**src/rtl/ihex_pkg.sv**
```systemverilog
// ----------------------------------------------------------------------------
// ihex_pkg
// Shared types, codes and helpers for the hex record encoder.
// ----------------------------------------------------------------------------
`timescale 1ns / 1ps
`default_nettype none

package ihex_pkg;

  // field widths fixed by the item format
  localparam int CNT_W   = 5;
  localparam int ADDR_W  = 16;
  localparam int BYTE_W  = 8;
  localparam int OP_W    = 2;
  localparam int CFG_AW  = 3;

  // item opcodes
  localparam logic [OP_W-1:0] OP_PUT   = 2'd0;
  localparam logic [OP_W-1:0] OP_SEEK  = 2'd1;
  localparam logic [OP_W-1:0] OP_CLOSE = 2'd2;

  // register index of the enable bit (word address bit of paddr)
  localparam logic REG_ENABLE = 1'b0;

  // fixed characters
  localparam logic [BYTE_W-1:0] CHAR_COLON = 8'h3A;
  localparam logic [BYTE_W-1:0] CHAR_NL    = 8'h0A;

  // header of one queued record
  typedef struct packed {
    logic              last;   // record closes the item's output
    logic              eof;    // end-of-file record, else data record
    logic [CNT_W-1:0]  count;  // data bytes in the record
    logic [ADDR_W-1:0] addr;   // load address of the record
  } rec_hdr_t;

  // nibble to uppercase hex digit
  function automatic logic [BYTE_W-1:0] hex_char(input logic [3:0] nib);
    logic [BYTE_W-1:0] ext;
    ext = {4'h0, nib};
    if (nib < 4'd10) begin
      return 8'h30 + ext;
    end else begin
      return 8'h37 + ext;
    end
  endfunction

endpackage

`default_nettype wire

```
**src/rtl/ihex_front.sv**
```systemverilog
// ----------------------------------------------------------------------------
// ihex_front
// Accepts command words, fills the record buffer, tracks the load address
// and hands finished record descriptors to the record queue.
// ----------------------------------------------------------------------------
`timescale 1ns / 1ps
`default_nettype none

module ihex_front #(
  parameter int RECORD_BYTES = 16
) (
  input  wire logic                              clk,
  input  wire logic                              rst_n,
  input  wire logic                              enable,
  input  wire logic                              in_valid,
  output logic                                   in_ready,
  input  wire logic [ihex_pkg::OP_W-1:0]         opcode,
  input  wire logic [ihex_pkg::ADDR_W-1:0]       data_word,
  input  wire logic [ihex_pkg::ADDR_W-1:0]       seek_address,
  output logic                                   push_valid,
  input  wire logic                              push_ready,
  output ihex_pkg::rec_hdr_t                     push_hdr,
  output logic [RECORD_BYTES*ihex_pkg::BYTE_W-1:0] push_data
);

  localparam int IDX_W = (RECORD_BYTES > 1) ? $clog2(RECORD_BYTES) : 1;
  localparam logic [ihex_pkg::CNT_W-1:0] FULL_CNT = ihex_pkg::CNT_W'(RECORD_BYTES);
  localparam logic [ihex_pkg::ADDR_W-1:0] FULL_ADV = ihex_pkg::ADDR_W'(RECORD_BYTES);

  logic [ihex_pkg::CNT_W-1:0]  cnt_r, cnt_nxt;
  logic [ihex_pkg::ADDR_W-1:0] addr_r, addr_nxt;
  logic                        eof_pend_r, eof_pend_nxt;
  logic [ihex_pkg::BYTE_W-1:0] buf_r    [RECORD_BYTES];
  logic [ihex_pkg::BYTE_W-1:0] buf_nxt  [RECORD_BYTES];
  logic [ihex_pkg::BYTE_W-1:0] buf_hi   [RECORD_BYTES];
  logic [ihex_pkg::BYTE_W-1:0] buf_both [RECORD_BYTES];
  logic [ihex_pkg::BYTE_W-1:0] snap     [RECORD_BYTES];

  logic [ihex_pkg::CNT_W-1:0]  cnt_p1, cnt_p2;
  logic [IDX_W-1:0]            hi_idx, lo_idx;
  logic [ihex_pkg::BYTE_W-1:0] hi_byte, lo_byte;
  logic                        accept;

  assign in_ready = push_ready && !eof_pend_r;
  assign accept   = in_valid && in_ready;

  assign cnt_p1  = cnt_r + ihex_pkg::CNT_W'(1);
  assign cnt_p2  = cnt_r + ihex_pkg::CNT_W'(2);
  assign hi_idx  = cnt_r[IDX_W-1:0];
  assign lo_idx  = cnt_p1[IDX_W-1:0];
  assign hi_byte = data_word[15:8];
  assign lo_byte = data_word[7:0];

  // buffer images with the high byte, and with both bytes, written in
  always_comb begin
    for (int i = 0; i < RECORD_BYTES; i++) begin
      buf_hi[i]   = (hi_idx == IDX_W'(i)) ? hi_byte : buf_r[i];
      buf_both[i] = (lo_idx == IDX_W'(i)) ? lo_byte : buf_hi[i];
    end
  end

  // command decode and record hand-off
  always_comb begin
    cnt_nxt      = cnt_r;
    addr_nxt     = addr_r;
    eof_pend_nxt = eof_pend_r;
    buf_nxt      = buf_r;
    snap         = buf_r;
    push_valid   = 1'b0;
    push_hdr     = '0;
    push_hdr.addr = addr_r;

    if (eof_pend_r) begin
      // second record of a close that flushed data first
      if (push_ready) begin
        push_valid    = 1'b1;
        push_hdr.last = 1'b1;
        push_hdr.eof  = 1'b1;
        eof_pend_nxt  = 1'b0;
      end
    end else if (accept && enable) begin
      case (opcode)
        ihex_pkg::OP_PUT: begin
          if (cnt_p1 == FULL_CNT) begin
            // high byte fills the record, low byte opens the next
            snap           = buf_hi;
            push_valid     = 1'b1;
            push_hdr.last  = 1'b1;
            push_hdr.count = FULL_CNT;
            buf_nxt        = buf_hi;
            buf_nxt[0]     = lo_byte;
            cnt_nxt        = ihex_pkg::CNT_W'(1);
            addr_nxt       = addr_r + FULL_ADV;
          end else if (cnt_p2 == FULL_CNT) begin
            snap           = buf_both;
            push_valid     = 1'b1;
            push_hdr.last  = 1'b1;
            push_hdr.count = FULL_CNT;
            buf_nxt        = buf_both;
            cnt_nxt        = '0;
            addr_nxt       = addr_r + FULL_ADV;
          end else begin
            buf_nxt = buf_both;
            cnt_nxt = cnt_p2;
          end
        end
        ihex_pkg::OP_SEEK: begin
          if (cnt_r != '0) begin
            push_valid     = 1'b1;
            push_hdr.last  = 1'b1;
            push_hdr.count = cnt_r;
          end
          cnt_nxt  = '0;
          addr_nxt = {seek_address[ihex_pkg::ADDR_W-2:0], 1'b0};
        end
        ihex_pkg::OP_CLOSE: begin
          push_valid = 1'b1;
          if (cnt_r != '0) begin
            // flush the open data record; the end record follows from eof_pend_r once the queue is ready
            push_hdr.count = cnt_r;
            addr_nxt       = addr_r + ihex_pkg::ADDR_W'(cnt_r);
            cnt_nxt        = '0;
            eof_pend_nxt   = 1'b1;
          end else begin
            push_hdr.last = 1'b1;
            push_hdr.eof  = 1'b1;
          end
        end
        default: begin
          cnt_nxt = cnt_r;
        end
      endcase
    end
  end

  // pack the record bytes for the queue
  always_comb begin
    for (int i = 0; i < RECORD_BYTES; i++) begin
      push_data[i*ihex_pkg::BYTE_W +: ihex_pkg::BYTE_W] = snap[i];
    end
  end

  always_ff @(posedge clk) begin
    if (!rst_n) begin
      cnt_r      <= '0;
      addr_r     <= '0;
      eof_pend_r <= 1'b0;
    end else begin
      cnt_r      <= cnt_nxt;
      addr_r     <= addr_nxt;
      eof_pend_r <= eof_pend_nxt;
    end
  end

  // record buffer holds payload only
  always_ff @(posedge clk) begin
    buf_r <= buf_nxt;
  end

  // the buffer never holds a full record between items
  a_cnt_below_full: assert property (@(posedge clk) disable iff (!rst_n)
    cnt_r < FULL_CNT)
    else $error("record buffer count reached full size");

  // a pending end record always follows an emptied buffer
  a_eof_pend_empty: assert property (@(posedge clk) disable iff (!rst_n)
    eof_pend_r |-> (cnt_r == '0))
    else $error("end record pending with data in buffer");

endmodule

`default_nettype wire

```
**src/rtl/ihex_queue.sv**
```systemverilog
// ----------------------------------------------------------------------------
// ihex_queue
// Two-entry queue of record descriptors between front and back.
// ----------------------------------------------------------------------------
`timescale 1ns / 1ps
`default_nettype none

module ihex_queue #(
  parameter int DATA_W = 128
) (
  input  wire logic               clk,
  input  wire logic               rst_n,
  input  wire logic               push_valid,
  output logic                    push_ready,
  input  wire ihex_pkg::rec_hdr_t push_hdr,
  input  wire logic [DATA_W-1:0]  push_data,
  output logic                    pop_valid,
  input  wire logic               pop_ready,
  output ihex_pkg::rec_hdr_t      pop_hdr,
  output logic [DATA_W-1:0]       pop_data
);

  localparam logic [1:0] DEPTH = 2'd2;

  ihex_pkg::rec_hdr_t mem_hdr_r  [2];
  logic [DATA_W-1:0]  mem_data_r [2];
  logic               wr_ptr_r, rd_ptr_r;
  logic [1:0]         count_r;
  logic               do_push, do_pop;

  assign push_ready = (count_r != DEPTH);
  assign pop_valid  = (count_r != 2'd0);
  assign do_push    = push_valid && push_ready;
  assign do_pop     = pop_valid && pop_ready;
  assign pop_hdr    = mem_hdr_r[rd_ptr_r];
  assign pop_data   = mem_data_r[rd_ptr_r];

  // pointers and fill level
  always_ff @(posedge clk) begin
    if (!rst_n) begin
      wr_ptr_r <= 1'b0;
      rd_ptr_r <= 1'b0;
      count_r  <= 2'd0;
    end else begin
      if (do_push) begin
        wr_ptr_r <= !wr_ptr_r;
      end
      if (do_pop) begin
        rd_ptr_r <= !rd_ptr_r;
      end
      case ({do_push, do_pop})
        2'b10:   count_r <= count_r + 2'd1;
        2'b01:   count_r <= count_r - 2'd1;
        default: count_r <= count_r;
      endcase
    end
  end

  // entry storage
  always_ff @(posedge clk) begin
    if (do_push) begin
      mem_hdr_r[wr_ptr_r]  <= push_hdr;
      mem_data_r[wr_ptr_r] <= push_data;
    end
  end

  // fill level stays within the storage
  a_count_bound: assert property (@(posedge clk) disable iff (!rst_n)
    count_r <= DEPTH)
    else $error("record queue overflow");

endmodule

`default_nettype wire

```
**src/rtl/ihex_back.sv**
```systemverilog
// ----------------------------------------------------------------------------
// ihex_back
// Walks one queued record and sends its text one character per word:
// colon, hex byte pairs, checksum and newline.
// ----------------------------------------------------------------------------
`timescale 1ns / 1ps
`default_nettype none

module ihex_back #(
  parameter int RECORD_BYTES = 16
) (
  input  wire logic                                clk,
  input  wire logic                                rst_n,
  input  wire logic                                pop_valid,
  output logic                                     pop_ready,
  input  wire ihex_pkg::rec_hdr_t                  pop_hdr,
  input  wire logic [RECORD_BYTES*ihex_pkg::BYTE_W-1:0] pop_data,
  output logic                                     out_valid,
  input  wire logic                                out_ready,
  output logic [ihex_pkg::BYTE_W-1:0]              out_char,
  output logic                                     out_last
);

  localparam int IDX_W = (RECORD_BYTES > 1) ? $clog2(RECORD_BYTES) : 1;

  typedef enum logic [1:0] {
    S_IDLE,
    S_HI,
    S_LO,
    S_NL
  } state_t;

  state_t                                state_r;
  ihex_pkg::rec_hdr_t                    hdr_r;
  logic [RECORD_BYTES*ihex_pkg::BYTE_W-1:0] data_r;
  logic [ihex_pkg::CNT_W-1:0]            idx_r;
  logic [ihex_pkg::BYTE_W-1:0]           sum_r;
  logic [ihex_pkg::BYTE_W-1:0]           out_char_r;
  logic                                  out_last_r;
  logic                                  out_valid_r;

  logic                                  adv;
  logic [ihex_pkg::CNT_W-1:0]            end_idx;
  logic [ihex_pkg::CNT_W-1:0]            data_pos;
  logic [ihex_pkg::BYTE_W-1:0]           cur_byte;

  assign adv       = !out_valid_r || out_ready;
  assign pop_ready = adv && (state_r == S_IDLE);
  assign out_valid = out_valid_r;
  assign out_char  = out_char_r;
  assign out_last  = out_last_r;

  // byte order: count, address high, address low, type, data, checksum
  assign end_idx  = hdr_r.count + ihex_pkg::CNT_W'(4);
  assign data_pos = idx_r - ihex_pkg::CNT_W'(4);

  always_comb begin
    case (idx_r)
      ihex_pkg::CNT_W'(0): cur_byte = {3'b000, hdr_r.count};
      ihex_pkg::CNT_W'(1): cur_byte = hdr_r.addr[15:8];
      ihex_pkg::CNT_W'(2): cur_byte = hdr_r.addr[7:0];
      ihex_pkg::CNT_W'(3): cur_byte = {7'b0000000, hdr_r.eof};
      default: begin
        if (idx_r == end_idx) begin
          cur_byte = 8'h00 - sum_r;
        end else begin
          cur_byte = data_r[data_pos[IDX_W-1:0]*ihex_pkg::BYTE_W +: ihex_pkg::BYTE_W];
        end
      end
    endcase
  end

  // character sequencer with registered output
  always_ff @(posedge clk) begin
    if (!rst_n) begin
      state_r     <= S_IDLE;
      out_valid_r <= 1'b0;
      out_last_r  <= 1'b0;
    end else if (adv) begin
      case (state_r)
        S_IDLE: begin
          if (pop_valid) begin
            hdr_r       <= pop_hdr;
            data_r      <= pop_data;
            idx_r       <= '0;
            sum_r       <= '0;
            out_char_r  <= ihex_pkg::CHAR_COLON;
            out_last_r  <= 1'b0;
            out_valid_r <= 1'b1;
            state_r     <= S_HI;
          end else begin
            out_valid_r <= 1'b0;
            out_last_r  <= 1'b0;
          end
        end
        S_HI: begin
          out_char_r  <= ihex_pkg::hex_char(cur_byte[7:4]);
          out_last_r  <= 1'b0;
          out_valid_r <= 1'b1;
          state_r     <= S_LO;
        end
        S_LO: begin
          out_char_r  <= ihex_pkg::hex_char(cur_byte[3:0]);
          out_last_r  <= 1'b0;
          out_valid_r <= 1'b1;
          sum_r       <= sum_r + cur_byte;
          if (idx_r == end_idx) begin
            state_r <= S_NL;
          end else begin
            idx_r   <= idx_r + ihex_pkg::CNT_W'(1);
            state_r <= S_HI;
          end
        end
        S_NL: begin
          out_char_r  <= ihex_pkg::CHAR_NL;
          out_last_r  <= hdr_r.last;
          out_valid_r <= 1'b1;
          state_r     <= S_IDLE;
        end
        default: begin
          state_r     <= S_IDLE;
          out_valid_r <= 1'b0;
        end
      endcase
    end
  end

  // newline comes only after the checksum byte
  a_nl_after_checksum: assert property (@(posedge clk) disable iff (!rst_n)
    (state_r == S_NL) |-> (idx_r == end_idx))
    else $error("newline reached before checksum");

  // item end is marked only on a newline
  a_last_on_newline: assert property (@(posedge clk) disable iff (!rst_n)
    (out_valid_r && out_last_r) |-> (out_char_r == ihex_pkg::CHAR_NL))
    else $error("last flag on a character other than newline");

endmodule

`default_nettype wire

```
**src/rtl/intel_hex_record_encoder_unit.sv**
```systemverilog
// ----------------------------------------------------------------------------
// intel_hex_record_encoder_unit
// Turns put / seek / close command words into hex record text, one ASCII
// character per output word.
//
//   port group | dir | role
//   in_*       | in  | command words: tuser opcode, tdata word and seek address
//   out_*      | out | text characters, tlast on the item's final character
//   cfg_*      | in  | register port, register 0 bit 0 enables command handling
//
// A put stores two bytes of the data word and, when the buffer fills,
// queues a record. A record of n data bytes leaves the character
// sequencer as 2n+12 characters.
// The record queue holds two records; input stalls only when it is full
// or while a close queues its end record after a data record.
// Synchronous active-low reset clears enable, counters and queue; no
// memory sweep follows reset.
// ----------------------------------------------------------------------------
`timescale 1ns / 1ps
`default_nettype none

module intel_hex_record_encoder_unit #(
  parameter int RECORD_BYTES = 16
) (
  input  wire logic                          clk,
  input  wire logic                          rst_n,
  // input channel
  input  wire logic                          in_tvalid,
  output logic                               in_tready,
  input  wire logic [31:0]                   in_tdata,  // data_word, seek_address
  input  wire logic [1:0]                    in_tuser,  // opcode
  // result channel
  output logic                               out_tvalid,
  input  wire logic                          out_tready,
  output logic [7:0]                         out_tdata, // text_char
  output logic                               out_tlast, // last_char
  // register port
  input  wire logic                          cfg_psel,
  input  wire logic                          cfg_penable,
  input  wire logic                          cfg_pwrite,
  input  wire logic [ihex_pkg::CFG_AW-1:0]   cfg_paddr,
  input  wire logic [31:0]                   cfg_pwdata,
  output logic [31:0]                        cfg_prdata,
  output logic                               cfg_pready
);

  localparam int DATA_W = RECORD_BYTES * ihex_pkg::BYTE_W;

  logic               enable_r;
  logic               cfg_wr;
  logic               push_valid, push_ready;
  logic               pop_valid, pop_ready;
  ihex_pkg::rec_hdr_t push_hdr, pop_hdr;
  logic [DATA_W-1:0]  push_data, pop_data;

  // register port
  assign cfg_pready = 1'b1;
  assign cfg_wr     = cfg_psel && cfg_penable && cfg_pwrite && cfg_pready;

  always_ff @(posedge clk) begin
    if (!rst_n) begin
      enable_r <= 1'b0;
    end else if (cfg_wr && (cfg_paddr[2] == ihex_pkg::REG_ENABLE)) begin
      enable_r <= cfg_pwdata[0];
    end
  end

  assign cfg_prdata = (cfg_paddr[2] == ihex_pkg::REG_ENABLE) ? {31'b0, enable_r} : 32'b0;

  // command side
  ihex_front #(
    .RECORD_BYTES (RECORD_BYTES)
  ) u_front (
    .clk          (clk),
    .rst_n        (rst_n),
    .enable       (enable_r),
    .in_valid     (in_tvalid),
    .in_ready     (in_tready),
    .opcode       (in_tuser),
    .data_word    (in_tdata[15:0]),
    .seek_address (in_tdata[31:16]),
    .push_valid   (push_valid),
    .push_ready   (push_ready),
    .push_hdr     (push_hdr),
    .push_data    (push_data)
  );

  // record queue
  ihex_queue #(
    .DATA_W (DATA_W)
  ) u_queue (
    .clk        (clk),
    .rst_n      (rst_n),
    .push_valid (push_valid),
    .push_ready (push_ready),
    .push_hdr   (push_hdr),
    .push_data  (push_data),
    .pop_valid  (pop_valid),
    .pop_ready  (pop_ready),
    .pop_hdr    (pop_hdr),
    .pop_data   (pop_data)
  );

  // text side
  ihex_back #(
    .RECORD_BYTES (RECORD_BYTES)
  ) u_back (
    .clk       (clk),
    .rst_n     (rst_n),
    .pop_valid (pop_valid),
    .pop_ready (pop_ready),
    .pop_hdr   (pop_hdr),
    .pop_data  (pop_data),
    .out_valid (out_tvalid),
    .out_ready (out_tready),
    .out_char  (out_tdata),
    .out_last  (out_tlast)
  );

endmodule

`default_nettype wire
```
**config.mk**
```make
export PLATFORM = sky130hd
export DESIGN_NAME = intel_hex_record_encoder_unit
export DESIGN_NICKNAME = d
export VERILOG_FILES = /design/src/rtl/ihex_pkg.sv /design/src/rtl/ihex_front.sv /design/src/rtl/ihex_queue.sv /design/src/rtl/ihex_back.sv /design/src/rtl/intel_hex_record_encoder_unit.sv
export SDC_FILE = /design/constraint.sdc
export NUM_CORES = 1
export LEC_CHECK = 0
export BUFFER_PORTS_ARGS = -buffer_cell sky130_fd_sc_hd__buf_2
export CAP_MARGIN = 20
export CORE_MARGIN = 5
export CORE_UTILIZATION = 52
export DETAILED_ROUTE_END_ITERATION = 12
export PLACE_DENSITY = 0.69
export SYNTH_ARGS = -nofsm -noshare
export SYNTH_HDL_FRONTEND = slang
export SYNTH_SLANG_ARGS = --single-unit
```
**constraint.sdc**
```tcl
create_clock -name clk -period 17.3 [get_ports clk]
set_input_delay 0 -clock clk [delete_from_list [all_inputs] [get_ports clk]]
set_output_delay 0 -clock clk [all_outputs]
set_load 0.05 [all_outputs]
```
==> qor.csv, run 1 <==
stage,metric,value,unit
setup_path,critPathKind,reg -> reg,
setup_path,cp.required,17.72,ns
worst_hold_path,hold_class,in -> reg,
power,vdd_drop_max,0.0857,mV
synth,synth_cell_types,74,
routing,vias_per_cell,6.01,
global_route,grt_pass1_wl,96500,um
clock_network,cts_tree,done,
synth,synth-edff-count,601,
synth,ys_async_sr_fraction,0,%
setup_path,crit_family,compound AO/OA/AOI/OAI gates,
synth,yosysWarnings,0,
setup_path,crit_fanout,34,
sta,max-slew-margin-rel,29.4,%
routing,drt-total-wl,63200,um
placement,io_buffers,52,
global_route,grt_max_degree,152,
routing,ant_nets,0,
clock_network,cts_max_level,3,
routing,routedWlPerCell,23.4,um
setup_path,cp_slowest_cell,buf_4,
sta,slew_viol_final,0,
setup_path,path_buf_inv,1,
clock_network,clockBufferDepth,3,
clock_network,post_cts_buffers,0,
sta,fin_crit_sh,28.4,%
synth,synth_cells,1969,
power,p_total,0.00333,W
floorplan,num_rows,85,
floorplan,design.core.area,54000,sq um
setup_path,slowest_delay,0.73,ns
floorplan,die_y,244,um
cells_and_area,final_nets,2065,
synth,ys_seq_area_share,65.6,%
placement,dp_hpwl,35300,um
global_route,grt_pass1_vias,16343,
clock_network,cts_sinks,632,
setup_path,start_kind,flip-flop,
power,powerDensity,106,nW/um^2
routing,drt_iter0_markers,1564,
power,p_leak,10.3,nW
synth,synth-seq-cells,632,
placement,gp_congestion,0.890,
routing,drt_pass1_iterations,6,
routing,drcViolationCount,0,
cells_and_area,final_core_util,58.1,%
sta,tightest_slew,1.06,ns
synth,synthTopCellsByArea,"edfxtp_1 63%, mux2_2 8.2%, mux2i_1 4.6%",
sta,hold_viol_final,0,
global_route,antenna_found_initial,4,
synth,postSynthAreaPerCell,14.5,sq um
setup_path,crit_arrival,5.32,ns
sta,fmax,204,MHz
floorplan,die_area,59500,sq um
clock_network,post_cts_resize_count,0,
synth,synthFlopType,edfxtp_1,
sta,rsz0062_at_grt,no,
sta,setup_ws,12.39,ns
cells_and_area,area_delta_synth_final,10.2,%
clock_network,cts_hold_buf,29,
sta,finalSetupTns,0,ns
placement,pre_cts_ws,12.43,ns
sta,fin_skew,0.0267,ns
global_route,grt_usage,20.9,%
outcome,status,finished clean,
floorplan,io_pins,120,
sta,hold_slack,0.0418,ns
synth,synth_top_area_share,63.4,%
clock_network,clkSlewWorstSetupHoldPaths,0.06,ns
clock_network,worstSkewPairLatency,0.60,ns
sta,finalSetupViolations,0,
clock_network,cts_buffers,68,
routing,vias,16225,
routing,dr_wl_met2,31200,um
floorplan,die_w,244,um
setup_path,cp_cell_sequence,buf_4 > mux4_1 > a22oi_1 > nand2_1 > a221o_2 > ha_1 > a21oi_1 > o21bai_1 > a2111o_1 > a21o_1 > and3_1 > nor3_1,
routing,highest_layer,met5,
clock_network,cts_root_buf,clkbuf_16,
synth,synth_area_leader_cell,edfxtp_1,
setup_path,end_kind,flip-flop,
routing,wl_met1,27200,um
routing,met3_length,3120,um
synth,syn_area,28500,sq um
floorplan,start_util,52.7,%
job,cap_violations,0,
sta,min_period,4.91,ns
global_route,gr-total-overflow,0,
cells_and_area,drive_above_1_share,22.1,%
## worst min-delay path: stages
cell     delay [ns]
buf_2          0.09
nand2_1        0.15
nor3_1         0.11
a31oi_1        0.18
nor2_1         0.06
## layout make-up
type,count,area (sq um)
diodes,1,2.50
clock buffers,83,1790
clock inverters,32,280
fillers,4171,22600
inverters,28,105
multi-input cells,1122,8870
flip-flops and latches,632,18700
well taps,696,871
repair buffers,106,796
## layer usage
metal | global-route usage [%] | vias to the layer above
li1 | - | 7336
met1 | 28.5 | 8273
met2 | 35.1 | 480
met3 | 3.58 | 132
met4 | 6.07 | 4
met5 | 0 | -
## synth_stat cells (18+ instances only)
master / number
ha_1: 29
nand2_1: 154
buf_2: 19
a22oi_1: 20
o21ai_0: 127
xnor2_1: 19
mux2i_1: 132
a21oi_1: 64
nor2_1: 76
edfxtp_1: 601
buf_4: 37
mux4_2: 27
mux2_2: 207
inv_1: 28
clkbuf_1: 142
nand3_1: 18
nor3_1: 23
dfxtp_1: 31
## where the power goes
group	total (W)	internal [W]	switching (W)
registers	0.00171	0.00169	0.0000180
clock network	0.00137	0.000783	0.000585
logic	0.000255	0.0000969	0.000159
total	0.00333	0.00257	0.000762
## final timing paths
check                                                   start                              endpoint  slack, ns  depth (start not counted)
worst min register to register    u_front.buf_r[20]$_DFFE_PP_  u_queue.mem_data_r[0][108]$_DFFE_PP_       0.46                          0
worst min-delay path                                in_tvalid         u_front.eof_pend_r$_SDFF_PN0_       0.04                          5
worst max-delay path            u_back.idx_r[0]$_SDFFCE_PN0P_         u_back.sum_r[7]$_SDFFCE_PN0P_      12.39                         12
worst max register to register  u_back.idx_r[0]$_SDFFCE_PN0P_         u_back.sum_r[7]$_SDFFCE_PN0P_      12.39                         12
## logic make-up after synthesis
kind of cell,after synthesis,share of synthesized area [%]
xor+xnor,32,0.984
other cells,2,0.0264
mux,381,15.9
simple gates,345,5.58
flops,632,65.6
compound gates,300,6.55
buf+inv,246,3.95
fa+ha+maj,31,1.42
## state kept, by name (all words and copies together) (netlist names)
| signal | flops |
|---|---|
| u_back.idx_r | 5 |
| u_front.buf_r | 128 |
| u_back.state_r | 2 |
| u_queue.mem_data_r | 256 |
| u_front.eof_pend_r | 1 |
| u_back.data_r | 128 |
| u_back.out_last | 1 |
| u_queue.rd_ptr_r | 1 |
| u_back.hdr_r | 23 |
| u_queue.mem_hdr_r | 46 |
| u_back.out_valid | 1 |
| u_back.out_char | 7 |
| u_queue.count_r | 2 |
| u_front.addr_r | 16 |
| enable_r | 1 |
| u_front.cnt_r | 5 |
| u_back.sum_r | 8 |
| u_queue.wr_ptr_r | 1 |
## cells in the final DEF (no fill, tap or decap), drive strengths merged, types with 14 or more instances in the layout
cell type	instances
xnor2	19
conb	33
inv	31
clkbuf	83
clkinv	23
ha	29
dlygate4sd3	29
nand3	18
a22oi	20
nand2	155
buf	77
mux4	34
nor2	76
o21ai	131
edfxtp	601
mux2	215
a21oi	64
and3	14
dfxtp	31
nor3	26
mux2i	132
## per-stage QoR
| step | cells | instance area (sq um) |
|---|---|---|
| 2_1_floorplan | 2000 | 28600 |
| 3_3_place_gp | 2553 | 29000 |
| 3_5_place_dp | 2553 | 29000 |
| 4_1_cts | 2697 | 31300 |
| 5_1_grt | 2700 | 31400 |
| 6_report | 2700 | 31400 |
Power figures use the tool's default switching activity.
==> run 2, diff against run 1 <==
--- a/config.mk
+++ b/config.mk
@@ -5,6 +5,7 @@
 export SDC_FILE = /design/constraint.sdc
 export NUM_CORES = 1
 export LEC_CHECK = 0
+export ABC_AREA = 1
 export BUFFER_PORTS_ARGS = -buffer_cell sky130_fd_sc_hd__buf_2
 export CAP_MARGIN = 20
 export CORE_MARGIN = 5
==> constraint.sdc (replaced) <==
create_clock -name clk -period 5.1 [get_ports clk]
set_input_delay 0 -clock clk [delete_from_list [all_inputs] [get_ports clk]]
set_output_delay 0 -clock clk [all_outputs]
set_load 0.05 [all_outputs]
==> run 2 against run 1 <==
Power increased to 3.8 times the previous value. Synthesized area increased by 1.1%. Critical endpoint unchanged. Clock power increased to 3.3 times the previous value. Global-route usage increased by 1.8 points. Sequential share of layout area decreased by 1.1 points. Wire length increased by 10%.
==> qor.csv, run 2 <==
stage,metric,value,unit
routing,drt_pass1_iterations,5,
floorplan,die_y,245,um
placement,placed_cells,3160,
synth,synthTopCellsByArea,"edfxtp_1 63%, nand2_1 6.3%, mux2_2 6.0%",
placement,gp_congestion,0.912,
clock_network,cts_tree,done,
sta,finalSetupTns,0,ns
placement,dp_hpwl,43000,um
cells_and_area,num_antenna_cells,0,
global_route,met2_usage,37.4,%
setup_path,crit_fanout,26,
worst_hold_path,hold_class,in -> reg,
synth,synthFlopType,edfxtp_1,
routing,drt_iter0_markers,1965,
global_route,grt_pass1_wl,106000,um
cells_and_area,max_flop_register,u_queue.mem_data_r,
power,p_leak,11.3,nW
setup_path,cp.required,5.44,ns
cells_and_area,final_cell_mix,"601 x edfxtp_1, 483 x nand2_1, 235 x o21ai_0",
cells_and_area,layout_commonest_cell,edfxtp_1,
sta,fmax,247,MHz
synth,synth_area_leader_cell,edfxtp_1,
routing,vias,18963,
clock_network,post_cts_resize_count,0,
setup_path,cp_slowest_cell,nand3_1,
routing,vias_per_cell,5.72,
synth,synth_commonest_cells,"601 x edfxtp_1, 483 x nand2_1, 235 x o21ai_0",
routing,drt-total-wl,69500,um
setup_path,critPathKind,reg -> reg,
setup_path,reg2regPathDepth,17,
setup_path,cp_cell_sequence,buf_4 > inv_2 > nand2_1 > nand2_1 > nor2_1 > nand3_1 > nand3_1 > nand2_1 > nand2_1 > ha_1 > a21oi_1 > and2_1 > nor3_1 > a2111oi_0 > nand2_1 > nand2_1 > nor2_1,
synth,syn_area,28800,sq um
synth,synth.most_common_cell,edfxtp_1,
power,vdd_drop_max,0.295,mV
floorplan,die_w,245,um
floorplan,die_area,60200,sq um
placement,io_buffers,52,
cells_and_area,fin_cells,3317,
setup_path,crit_arrival,4.40,ns
clock_network,cts_buffers,67,
sta,finalSetupViolations,0,
placement,pre_cts_ws,1.12,ns
synth,postSynthAreaPerCell,11.5,sq um
sta,fin_crit_sh,79.5,%
floorplan,design.core.area,55000,sq um
synth,ys_async_sr_fraction,0,%
clock_network,cts_max_level,3,
sta,rsz0062_at_grt,no,
cells_and_area,drive_above_1_share,14.1,%
sta,setup_ws,1.04,ns
synth,synth_cell_types,44,
clock_network,cts_root_buf,clkbuf_16,
global_route,antenna_found_initial,1,
synth,ys_seq_area_share,64.8,%
global_route,grt_max_degree,136,
clock_network,clockBufferDepth,3,
outcome,status,finished clean,
synth,yosysWarnings,0,
routing,drcViolationCount,0,
clock_network,clkSlewWorstSetupHoldPaths,0.06,ns
routing,ant_nets,0,
setup_path,start_kind,flip-flop,
cells_and_area,area_delta_synth_final,11.1,%
sta,min_period,4.06,ns
floorplan,num_rows,86,
sta,slew_viol_final,0,
synth,synth-edff-count,601,
synth,synth_cells,2514,
global_route,grtUsageMet1,30.8,%
routing,routedWlPerCell,20.9,um
floorplan,start_util,52.4,%
setup_path,crit_family,simple AND/OR/NAND/NOR gates,
setup_path,end_kind,flip-flop,
cells_and_area,final_nets,2630,
setup_path,slowest_delay,0.52,ns
clock_network,cts_sinks,632,
setup_path,critical_path.most_common_cell,nand2_1,
sta,max-slew-margin-rel,34.0,%
global_route,gr-total-overflow,0,
worst_hold_path,min_path_cells,3,
setup_path,path_buf_inv,2,
job,cap_violations,0,
synth,synth-seq-cells,632,
global_route,met3_usage,3.54,%
global_route,gr-max-usage-layer,met2,
setup_path,path_depth,17,
sta,hold_viol_final,0,
clock_network,worstSkewPairLatency,0.59,ns
cells_and_area,seqCellArea,18700,sq um
cells_and_area,n_fill_cell,4388,
cells_and_area,largest_registers,"u_queue.mem_data_r (256), u_back.data_r (128), u_front.buf_r (128)",
power,powerDensity,392,nW/um^2
cells_and_area,largest_reg_flops,256,
sta,tightest_slew,0.988,ns
global_route,grt_pass1_vias,18639,
sta,fin_skew,0.0250,ns
synth,synth_top_area_share,62.7,%
global_route,grt_usage,22.8,%
floorplan,io_pins,120,
cells_and_area,multi_input_area,8590,sq um
run 2: metal layers:
| layer | wire length (um) | share of wire, % |
|---|---|---|
| met1 | 29100 | 42 |
| met2 | 33000 | 47 |
| met3 | 4870 | 7.0 |
| met4 | 2500 | 3.6 |
| met5 | 14 | 0.020 |
run 2: layout make-up:
| class | count | area share, % |
|---|---|---|
| flip-flops and latches | 632 | 58.4 |
| clock inverters | 31 | 0.759 |
| well taps | 748 | 2.93 |
| repair buffers | 127 | 3.29 |
| multi-input cells | 1503 | 26.9 |
| inverters | 192 | 2.26 |
| clock buffers | 84 | 5.51 |
run 2: tightest hold or removal path, cell delays in order:
cell and delay (ns):
buf_2 0.09, o311a_1 0.17, dlygate4sd3_1 0.56
run 2: final timing paths:
check	from	to	slack (ns)
setup / recovery	u_back.idx_r[1]$_SDFFCE_PN0P_	u_back.sum_r[7]$_SDFFCE_PN0P_	1.04
setup reg to reg	u_back.idx_r[1]$_SDFFCE_PN0P_	u_back.sum_r[7]$_SDFFCE_PN0P_	1.04
hold / removal	cfg_paddr[2]	enable_r$_SDFFE_PN0P_	0.27
hold reg to reg	u_front.eof_pend_r$_SDFF_PN0_	u_front.eof_pend_r$_SDFF_PN0_	0.47
run 2: logic make-up (layout without fill, tap and decap cells):
family	count (synthesis)	in the layout	synth area share (%)
buffers and inverters	410	434	5.98
DFF	632	632	64.8
AOI/OAI and AO/OA	448	448	8.81
muxes	191	191	7.47
other	2	33	0.0261
adders and majority gates	31	31	1.40
and+or+nand+nor	786	786	11.1
xor gates and xnor gates	14	14	0.426
run 2: metrics by stage:
step	instance area (sq um)	power, W	util, %	hold slack, ns
2_1_floorplan	29000	0.00745	-	0.161
3_3_place_gp	29600	0.00799	53.8	0.251
3_5_place_dp	29600	0.00804	53.8	0.275
4_1_cts	32000	0.0126	58.2	0.180
5_1_grt	32000	0.0131	58.2	0.252
6_report	32000	0.0125	58.2	0.269
run 2: power breakdown:
| group | leakage, nW | total, W | internal, W | switching, W |
|---|---|---|---|---|
| sequential | 5.68 | 0.00589 | 0.00580 | 0.0000914 |
| combinational | 4.64 | 0.00210 | 0.000639 | 0.00146 |
| clock | 0.978 | 0.00454 | 0.00260 | 0.00194 |
run 2: repair_timing:
item / 4_1_cts / 5_1_grt
setup buffers: 0 / 0
endpoints found under the hold margin: 92 / 0
hold buffers: 41 / 0
